`config.mk`:
```
export PLATFORM = sky130hd
export DESIGN_NAME = pulse_width_capture_ring
export DESIGN_NICKNAME = d
export VERILOG_FILES = /design/src/rtl/pwcr_pkg.sv /design/src/rtl/pulse_width_capture_ring.sv /design/src/rtl/pwcr_ram.sv /design/src/rtl/pwcr_capture.sv
export SDC_FILE = /design/constraint.sdc
export NUM_CORES = 1
export LEC_CHECK = 0
export BUFFER_PORTS_ARGS = -buffer_cell sky130_fd_sc_hd__buf_4
export CORE_MARGIN = 1.5
export CORE_UTILIZATION = 54
export CTS_CLUSTER_SIZE = 24
export DETAILED_ROUTE_END_ITERATION = 8
export GPL_ROUTABILITY_DRIVEN = 0
export HOLD_SLACK_MARGIN = 0.05
export PLACE_DENSITY_LB_ADDON = 0.1
export SLEW_MARGIN = 15
export SYNTH_ARGS = -nofsm -noshare
export SYNTH_HDL_FRONTEND = slang
export SYNTH_SLANG_ARGS = --single-unit
```
`constraint.sdc`:
```
create_clock -name clk -period 6.8 [get_ports clk]
set_input_delay 1.7 -clock clk [delete_from_list [all_inputs] [get_ports clk]]
set_output_delay 1.7 -clock clk [all_outputs]
set_load 0.005 [all_outputs]
```
`src/rtl/pwcr_pkg.sv`:
```
// ----------------------------------------------------------------------------
// pwcr_pkg
// Shared constants and types for the pulse width capture ring.
// ----------------------------------------------------------------------------
package pwcr_pkg;

  localparam int RING_DEPTH_DEFAULT = 32;

  localparam int CFG_INDEX_W = 4;
  localparam int CFG_DATA_W  = 16;
  localparam int TIMER_W     = 16;
  localparam int SLOT_W      = 5;
  localparam int LEN_W       = 6;

  localparam logic [CFG_INDEX_W-1:0] REG_CAPTURE_ENABLE = 4'd0;
  localparam logic [CFG_INDEX_W-1:0] REG_RING_LENGTH    = 4'd1;
  localparam logic [CFG_INDEX_W-1:0] REG_MIN_WIDTH      = 4'd2;
  localparam logic [CFG_INDEX_W-1:0] REG_MAX_WIDTH_EXCL = 4'd3;

  localparam logic             CAPTURE_ENABLE_RESET = 1'b0;
  localparam logic [LEN_W-1:0] RING_LENGTH_RESET    = 6'd16;
  localparam logic [TIMER_W-1:0] MIN_WIDTH_RESET    = 16'd128;
  localparam logic [TIMER_W-1:0] MAX_WIDTH_RESET    = 16'h9696;

  localparam logic ACTION_CAPTURE = 1'b0;
  localparam logic ACTION_READ    = 1'b1;

  typedef struct packed {
    logic               pair_done;
    logic [TIMER_W-1:0] measured_width;
    logic               stored;
    logic [SLOT_W-1:0]  slot_written;
  } capture_result_t;

  typedef struct packed {
    logic               capture_enable;
    logic [LEN_W-1:0]   ring_length;
    logic [TIMER_W-1:0] min_width;
    logic [TIMER_W-1:0] max_width_excl;
  } capture_cfg_t;

endpackage

```
`src/rtl/pulse_width_capture_ring.sv`:
```
// ----------------------------------------------------------------------------
// pulse_width_capture_ring
// Pulse width measurement from timer captures, with a ring of stored widths.
// ----------------------------------------------------------------------------
// One item is taken every clock cycle while the result register is free or being
// taken; a result transfers when out_ready is high. Items pass through an input
// register and then a result register (fed by the ring's registered read
// port). Capture items alternate between opening and closing
// an edge pair; a closed pair's width (second minus first, modulo 65536) is
// written to the ring when it lies in [min_width, max_width_excl). Read items
// return a ring slot; slots never written read as zero, tracked by one valid
// flop per slot cleared at reset, so no clearing pass is needed.
module pulse_width_capture_ring #(
  parameter int RING_DEPTH = pwcr_pkg::RING_DEPTH_DEFAULT,
  localparam int AW = (RING_DEPTH > 1) ? $clog2(RING_DEPTH) : 1
) (
  input  logic                              clk,
  input  logic                              rst,
  input  logic                              cfg_valid,
  output logic                              cfg_ready,
  input  logic [pwcr_pkg::CFG_INDEX_W-1:0]  cfg_index,
  input  logic [pwcr_pkg::CFG_DATA_W-1:0]   cfg_data,
  input  logic                              in_valid,
  output logic                              in_ready,
  input  logic                              action,
  input  logic [pwcr_pkg::TIMER_W-1:0]      capture_value,
  input  logic [pwcr_pkg::SLOT_W-1:0]       read_slot,
  output logic                              out_valid,
  input  logic                              out_ready,
  output logic                              pair_done,
  output logic [pwcr_pkg::TIMER_W-1:0]      measured_width,
  output logic                              stored,
  output logic [pwcr_pkg::SLOT_W-1:0]       slot_written,
  output logic [pwcr_pkg::TIMER_W-1:0]      read_value
);

  pwcr_pkg::capture_cfg_t    cfg;
  pwcr_pkg::capture_result_t cap_result;
  pwcr_pkg::capture_result_t res;

  logic                         advance;
  logic                         s1_valid;
  logic                         s1_action;
  logic [pwcr_pkg::TIMER_W-1:0] s1_capture;
  logic [pwcr_pkg::SLOT_W-1:0]  s1_slot;
  logic                         s2_read_hit;
  logic                         edge_event;
  logic                         slot_in_range;
  logic [AW-1:0]                rd_addr;
  logic                         wr_en;
  logic [AW-1:0]                wr_addr;
  logic [pwcr_pkg::TIMER_W-1:0] wr_data;
  logic [pwcr_pkg::TIMER_W-1:0] rd_data;
  logic [RING_DEPTH-1:0]        slot_valid;

  assign cfg_ready = 1'b1;

  // config registers
  always_ff @(posedge clk) begin
    if (rst) begin
      cfg.capture_enable <= pwcr_pkg::CAPTURE_ENABLE_RESET;
      cfg.ring_length    <= pwcr_pkg::RING_LENGTH_RESET;
      cfg.min_width      <= pwcr_pkg::MIN_WIDTH_RESET;
      cfg.max_width_excl <= pwcr_pkg::MAX_WIDTH_RESET;
    end else if (cfg_valid) begin
      case (cfg_index)
        pwcr_pkg::REG_CAPTURE_ENABLE: cfg.capture_enable <= cfg_data[0];
        pwcr_pkg::REG_RING_LENGTH:    cfg.ring_length <= cfg_data[pwcr_pkg::LEN_W-1:0];
        pwcr_pkg::REG_MIN_WIDTH:      cfg.min_width <= cfg_data;
        pwcr_pkg::REG_MAX_WIDTH_EXCL: cfg.max_width_excl <= cfg_data;
        default: ;
      endcase
    end
  end

  // pipeline moves when the result register is free or being taken
  assign advance  = !out_valid || out_ready;
  assign in_ready = advance;

  always_ff @(posedge clk) begin
    if (rst) begin
      s1_valid <= 1'b0;
    end else if (advance) begin
      s1_valid <= in_valid;
    end
  end

  always_ff @(posedge clk) begin
    if (advance) begin
      s1_action  <= action;
      s1_capture <= capture_value;
      s1_slot    <= read_slot;
    end
  end

  assign edge_event = s1_valid && advance && (s1_action == pwcr_pkg::ACTION_CAPTURE)
                      && cfg.capture_enable;

  pwcr_capture #(
    .RING_DEPTH (RING_DEPTH)
  ) u_capture (
    .clk           (clk),
    .rst           (rst),
    .edge_event    (edge_event),
    .capture_value (s1_capture),
    .cfg           (cfg),
    .result        (cap_result),
    .wr_en         (wr_en),
    .wr_addr       (wr_addr),
    .wr_data       (wr_data)
  );

  assign slot_in_range = 32'(s1_slot) < 32'(RING_DEPTH);
  assign rd_addr       = AW'(s1_slot);

  pwcr_ram #(
    .WIDTH (pwcr_pkg::TIMER_W),
    .DEPTH (RING_DEPTH)
  ) u_ring (
    .clk     (clk),
    .wr_en   (wr_en),
    .wr_addr (wr_addr),
    .wr_data (wr_data),
    .rd_en   (advance),
    .rd_addr (rd_addr),
    .rd_data (rd_data)
  );

  always_ff @(posedge clk) begin
    if (rst) begin
      slot_valid <= '0;
    end else if (wr_en) begin
      slot_valid[wr_addr] <= 1'b1;
    end
  end

  // result register
  always_ff @(posedge clk) begin
    if (rst) begin
      out_valid <= 1'b0;
    end else if (advance) begin
      out_valid <= s1_valid;
    end
  end

  always_ff @(posedge clk) begin
    if (advance) begin
      res         <= cap_result;
      s2_read_hit <= (s1_action == pwcr_pkg::ACTION_READ) && slot_in_range
                     && slot_valid[rd_addr];
    end
  end

  assign pair_done      = res.pair_done;
  assign measured_width = res.measured_width;
  assign stored         = res.stored;
  assign slot_written   = res.slot_written;
  assign read_value     = s2_read_hit ? rd_data : '0;

endmodule

```
`src/rtl/pwcr_ram.sv`:
```
// ----------------------------------------------------------------------------
// pwcr_ram
// Generic single write port, single read port RAM with registered read.
// ----------------------------------------------------------------------------
module pwcr_ram #(
  parameter int WIDTH = 16,
  parameter int DEPTH = 32,
  localparam int AW = (DEPTH > 1) ? $clog2(DEPTH) : 1
) (
  input  logic             clk,
  input  logic             wr_en,
  input  logic [AW-1:0]    wr_addr,
  input  logic [WIDTH-1:0] wr_data,
  input  logic             rd_en,
  input  logic [AW-1:0]    rd_addr,
  output logic [WIDTH-1:0] rd_data
);

  logic [WIDTH-1:0] mem [DEPTH];

  always_ff @(posedge clk) begin
    if (wr_en) begin
      mem[wr_addr] <= wr_data;
    end
    if (rd_en) begin
      rd_data <= mem[rd_addr];
    end
  end

endmodule

```
`src/rtl/pwcr_capture.sv`:
```
// ----------------------------------------------------------------------------
// pwcr_capture
// Edge pairing, width computation, window check and ring write index.
// ----------------------------------------------------------------------------
module pwcr_capture #(
  parameter int RING_DEPTH = pwcr_pkg::RING_DEPTH_DEFAULT,
  localparam int AW = (RING_DEPTH > 1) ? $clog2(RING_DEPTH) : 1,
  localparam int LW = $clog2(RING_DEPTH + 1),
  localparam int CW = (LW > pwcr_pkg::LEN_W) ? LW : pwcr_pkg::LEN_W
) (
  input  logic                           clk,
  input  logic                           rst,
  input  logic                           edge_event,
  input  logic [pwcr_pkg::TIMER_W-1:0]   capture_value,
  input  pwcr_pkg::capture_cfg_t         cfg,
  output pwcr_pkg::capture_result_t      result,
  output logic                           wr_en,
  output logic [AW-1:0]                  wr_addr,
  output logic [pwcr_pkg::TIMER_W-1:0]   wr_data
);

  logic                         awaiting_second_edge;
  logic [pwcr_pkg::TIMER_W-1:0] first_timestamp;
  logic [AW-1:0]                write_index;
  logic [AW-1:0]                write_index_next;

  logic [CW-1:0]                len_ext;
  logic [CW-1:0]                eff_len;
  logic [CW-1:0]                index_ext;
  logic [CW-1:0]                index_inc;
  logic [AW-1:0]                index_base;
  logic [pwcr_pkg::TIMER_W-1:0] width;
  logic                         in_window;
  logic                         close_pair;

  always_comb begin
    len_ext = CW'(cfg.ring_length);
    if (len_ext == '0) begin
      eff_len = CW'(1);
    end else if (len_ext > CW'(RING_DEPTH)) begin
      eff_len = CW'(RING_DEPTH);
    end else begin
      eff_len = len_ext;
    end
  end

  assign close_pair = edge_event && awaiting_second_edge;
  assign width      = capture_value - first_timestamp;
  assign in_window  = (width >= cfg.min_width) && (width < cfg.max_width_excl);

  always_comb begin
    index_ext  = CW'(write_index);
    index_base = (index_ext >= eff_len) ? '0 : write_index;
    index_inc  = CW'(index_base) + CW'(1);
    write_index_next = (index_inc >= eff_len) ? '0 : AW'(index_inc);
  end

  assign wr_en   = close_pair && in_window;
  assign wr_addr = index_base;
  assign wr_data = width;

  always_comb begin
    result = '0;
    if (close_pair) begin
      result.pair_done      = 1'b1;
      result.measured_width = width;
      if (in_window) begin
        result.stored       = 1'b1;
        result.slot_written = pwcr_pkg::SLOT_W'(index_base);
      end
    end
  end

  always_ff @(posedge clk) begin
    if (rst) begin
      awaiting_second_edge <= 1'b0;
      first_timestamp      <= '0;
      write_index          <= '0;
    end else if (edge_event) begin
      awaiting_second_edge <= !awaiting_second_edge;
      if (!awaiting_second_edge) begin
        first_timestamp <= capture_value;
      end else begin
        write_index <= in_window ? write_index_next : index_base;
      end
    end
  end

endmodule

```
Word level (Yosys, flattened, before mapping)
Memory sizes are Yosys's and may differ from the RTL's. A register that Yosys moved wholly into a read port is not among the register bits.
Index checks and enable logic that the tools add are counted.
{"block": "totals", "ff_bits": 141, "ram_bits": 512, "input_bits": 47, "out_inout_bits": 42, "elab_cells": 69, "memories": 1}
{"block": "op_classes", "addsub": 2, "n_lt_le_gt_ge": 8, "n_eq_ne": 3, "muxes": 14, "bitwise_logic": 3, "n_reduce_logical": 20}
{"name": "u_ring.mem", "depth": 32, "width": 16, "read_ports": 1, "rd_ports_with_merged_regs": 1, "wr": 1, "line": "pwcr_ram.sv:19", "text": "logic [WIDTH-1:0] mem [DEPTH];"}
{"operator": "$or A32 B32 Y32", "n": 1}
{"operator": "$mux W23", "n": 1}
{"operator": "$mux W6", "n": 3}
{"operator": "$ge A16 B16 Y1", "n": 1}
{"operator": "$lt A16 B16 Y1", "n": 1}
{"operator": "$mux W16", "n": 1}
{"operator": "$sub A16 B16 Y16", "n": 1}
{"operator": "$mux W5", "n": 3}
{"operator": "$reduce_and A2 Y1", "n": 7}
{"operator": "$lt A5 B6 Y1 const B", "n": 2}
{"operator": "$eq A4 B2 Y1 const B", "n": 2}
{"operator": "$logic_and A1 B1 Y1", "n": 8}
{"operator": "$add A5 B1 Y6 const B", "n": 1}
{"operator": "$ge A5 B6 Y1", "n": 1}
{"operator": "$ge A6 B6 Y1", "n": 1}
{"operator": "$gt A6 B6 Y1 const B", "n": 1}
{"operator": "$logic_not A6 Y1", "n": 1}
{"operator": "$bmux W1 S5", "n": 1}
{"operator": "$demux W1 S5", "n": 1}
{"operator": "$ge A5 B1 Y1 const B", "n": 1}
{"operator": "$eq A4 B1 Y1 const B", "n": 1}
{"operator": "$logic_not A4 Y1", "n": 1}
{"operator": "$mux W1", "n": 4}
{"operator": "$logic_not A1 Y1", "n": 2}
{"operator": "other kinds (2)", "n": 3}

Logic depth before layout (Yosys ltp)
{"block": "logic_depth", "word_depth": 10, "depth_mapped": 20, "mapped_depth_nobuf": 20}

Cells and area by module
Synthesis repeated with hierarchy kept, for this count alone.
{"block": "hier_totals", "cells_unflattened": 1893, "area_unflattened_um2": 27835.4}
{"mod": "pwcr_ram", "n_inst": 1, "cells_per_inst": 1143, "area_per_inst_um2": 20696.1, "seq_area_each_um2": 15855.2}
{"mod": "pulse_width_capture_ring", "n_inst": 1, "cells_per_inst": 365, "area_per_inst_um2": 4310.4, "seq_area_each_um2": 2842.7}
{"mod": "pwcr_capture", "n_inst": 1, "cells_per_inst": 385, "area_per_inst_um2": 2829.0, "seq_area_each_um2": 440.4}

Least setup slack after synthesis
No wires, ideal clock.
{"block": "synth_path", "path_type": "reg2reg", "from": "register s1_capture[1] (netlist name)", "to": "memory u_ring.mem[15][0], enable pin", "setup_time_ps": 388, "arrival_time_ps": 5190, "required_time_ps": 6412, "slack_ps": 1221, "path_stages_with_launch": 17, "n_path_buf": 1, "synth_period_minus_slack_ps": 5579, "path_cell_list": "edfxtp_1 > ha_1 > nor2b_1 > o31a_1 > o21a_1 > o31ai_1 > o21ai_1 > xor2_1 > ha_1 > a211oi_1 > nor2_1 > a211oi_1 > o211a_1 > o22a_4 > nand3_4 > buf_6 > nor2_1"}
{"block": "synth_via", "elab_chain_len": 6, "elab_cells_between_ends": 7, "cone_classes": "1 x add/sub; 2 x order compare; 2 x mux; 2 x reduce/logical"}
{"item": "from (decl)", "line": "pulse_width_capture_ring.sv:44", "text": "logic [pwcr_pkg::TIMER_W-1:0] s1_capture;"}
{"item": "from (signal assigned)", "line": "pulse_width_capture_ring.sv:91", "text": "s1_capture <= capture_value;"}
{"item": "$sub A16 B16 Y16 *", "line": "pwcr_capture.sv:48", "text": "assign width = capture_value - first_timestamp;"}
{"item": "via u_capture.wr_data (one bit)", "line": "pwcr_capture.sv:19", "text": "output logic [pwcr_pkg::TIMER_W-1:0] wr_data"}
{"item": "$ge A16 B16 Y1 or $lt A16 B16 Y1 (tied branches)", "line": "pwcr_capture.sv:49", "text": "assign in_window = (width >= cfg.min_width) && (width < cfg.max_width_excl);"}
{"item": "$logic_and A1 B1 Y1 *", "line": "pwcr_capture.sv:49"}
{"item": "$logic_and A1 B1 Y1 *", "line": "pwcr_capture.sv:58", "text": "assign wr_en = close_pair && in_window;"}
{"item": "$mux W1 *", "line": "pwcr_ram.sv:22", "text": "if (wr_en) begin"}
{"item": "$mux W1 (implied by the code) *", "line": "pwcr_ram.sv:23", "text": "mem[wr_addr] <= wr_data;"}
{"item": "to (decl)", "line": "pwcr_ram.sv:19"}
Mark *: on every way through the listed nets, which the timed path passes. The rest lies on a longest branch.

Final worst setup path
{"block": "layout_path", "from": "register s1_capture[0] (netlist name)", "to": "memory u_ring.mem[0][12], enable pin"}
The elaborated chain is that of the path after synthesis.

==> reports/results.ini <==
[sta]
max_slew.worst_pin.slew_ps=1070
fin_crit_sh_pct=86.0
max_clock_freq_mhz=171
report.final.hold_viol_count=0
rsz0062_at_grt=false
period_needed_ps=5850
finalClockSkew_ps=20.6
whs_ps=454
finalWorstSetupSlack_ps=954
slew-limit-headroom_pct=28.6
tns_ps=0
setup_viol=0
slew_violations=0

[routing]
first_pass_iters=5
via_per_inst=5.91
routedWlPerCell_um=25.6
vias=14000
detail-route-antenna-nets=0
wl_um=60400
drt_iter0_markers=1352
drc_errors=0

[status]
status=finished, final reports clean

[die]
ioPinCount=89
core_area_um2=50000
initial_utilization_pct=54.5
die-area_um2=51800
die_h_um=228
die_x_um=228
rows=82

[global_routing]
grt_use_total_pct=24.2
antenna_found_initial=1
grt_pass1_vias=13800
grt_max_degree=137
grt_pass1_wl_um=89500
overflow=0

[synth]
synth.distinct_cells=63
syn_area_um2=27200
async_reset_ff_share_pct=0
yosysMostFrequentCell=edfxtp_1
ys.warnings.count=0
synthCells=1509
synth_top_area_share_pct=63.3
ys_ff_latch=669
synth-edff-count=574
ys_seq_area_share_pct=70.3
synth.area.top_cells=edfxtp_1, mux4_2, dfxtp_1
synth_top_cell_by_area=edfxtp_1
synthFlopType=edfxtp_1
avgSynthCellArea_um2=18.0
synth_common_cells=edfxtp_1, mux4_2, dfxtp_1, nand2_1, nor2_1
syn-num-nets=1618

[layout]
antennaDiodeCount=0
num-nets-final=1744
drive_above_1_share_pct=27.4
syn2layout_area_growth_pct=14.1
nFillCells=3554

[critical_path]
cp.arrival_ps=6050
cp_max_fo=22
worstReg2RegEnd=u_ring.mem[0][12]
critical_path.endpoint_type=flip-flop
start_kind=flip-flop
worstReg2RegStart=s1_capture[0]
regToRegSetupSlack_ps=950
cp-startpoint=s1_capture[0]
setup.worst_path.end=u_ring.mem[0][12]
reg2regPathDepth=19
path_class=reg -> reg
worstPathRequired_ps=7000

[clock_network]
h-tree-depth=3
cts_sinks=669
clk_pin_slew_worst_paths_ps=60
cts_resized=0
numCtsBuffers=68
cts_setup_buffers=0
cts_tree=yes
cts_root_buf=clkbuf_16
postCtsHoldBufs=0
clk_path_buf_depth=3
worstSkewPairLatency_ps=600

[pwr]
power_density_nw_per_um2=290
power_mw=9.01
power_leakage_nw=10.2
max-vdd-ir-drop_uv=211

[placed_design]
io_buffers=87
dp_hpwl_um=39000
dp_worst_setup_slack_ps=934

[job]
drv_cap=0

[min_path]
hold_path.class=reg -> reg

==> flip-flops by register name (all words and copies together), names as in the netlist, 5 cells and up <==
signal,flops
u_ring.mem,512
cfg,39
slot_valid,32
measured_width,16
s1_capture,16
u_capture.first_timestamp,16
u_ring.rd_data,16
rd_addr,5
slot_written,5
u_capture.write_index,5
==> per-stage QoR <==
stage,cells,util [%],cell area (um2)
final,2361,62.2,31100
after global routing,2361,62.2,31100
after CTS,2361,62.2,31100
after detailed placement,2237,57.8,28900
after global placement,2237,57.7,28800
after floorplan,1509,-,27200
==> worst min path at each step <==
stage,startpoint,to,slack [ps],depth (start not counted)
after floorplan,slot_valid[10],slot_valid[10],430,1
after global placement,slot_valid[28],slot_valid[28],440,1
after detailed placement,slot_valid[30],slot_valid[30],440,1
after CTS,cfg[5],cfg[5],450,2
after global routing,slot_valid[23],slot_valid[23],480,1
final,cfg[5],cfg[5],450,2
==> cells by family after synthesis <==
family / share of synthesized area, %
compound gates: 3.85
xor+xnor: 0.483
fa+ha+maj: 2.88
buf+inv: 2.13
flops: 70.3
mux: 15.4
other cells: 0.0138
simple gates: 4.94
==> area by class of cell <==
type                    count  area, um2  area share, %
flip-flops and latches    669      19100           61.6
inverters                  61        229          0.737
well taps                 672        841           2.71
multi-input cells         709       7690           24.8
repair buffers            126        958           3.09
clock inverters            29        267          0.858
clock buffers              95       1940           6.24
==> cells in the final DEF (no fill, tap or decap), drive strengths merged, types with 33 or more instances in the layout <==
cell,netlist,final
buf,27,126
nor2,80,80
inv,59,59
nand2,90,90
clkbuf,43,95
dfxtp,95,95
ha,61,61
and2,33,33
mux4,170,170
edfxtp,574,574
a21oi,44,44
==> power by group <==
| part | switching, mW | internal (mW) | total (mW) |
|---|---|---|---|
| registers | 0.0220 | 4.57 | 4.60 |
| logic | 0.459 | 0.271 | 0.730 |
| clock network | 1.50 | 2.18 | 3.68 |
| total | 1.98 | 7.03 | 9.01 |
==> critical path, stage by stage (launching register included) <==
cell and delay (ps):
edfxtp_1 390, inv_1 70, ha_1 160, inv_1 60, fa_1 450, a21o_1 240, a41oi_1 260, a21oi_1 130
o31a_1 350, a31oi_1 270, xnor2_2 330, buf_4 400, ha_1 200, a21o_1 120, a31oi_1 40, a211oi_1 280
o211a_1 240, o22a_4 240, nand3_4 310, nor2_2 870
==> metal layers <==
| metal | vias up | global-route usage [%] | wire, um |
|---|---|---|---|
| met5 | - | 0 | 0 |
| met4 | 0 | 9.25 | 1780 |
| met3 | 81 | 4.57 | 4120 |
| met2 | 479 | 35.6 | 27600 |
| met1 | 7145 | 36.3 | 26800 |
| li1 | 6249 | - | - |
No activity file was read; power rests on OpenSTA's default activity.
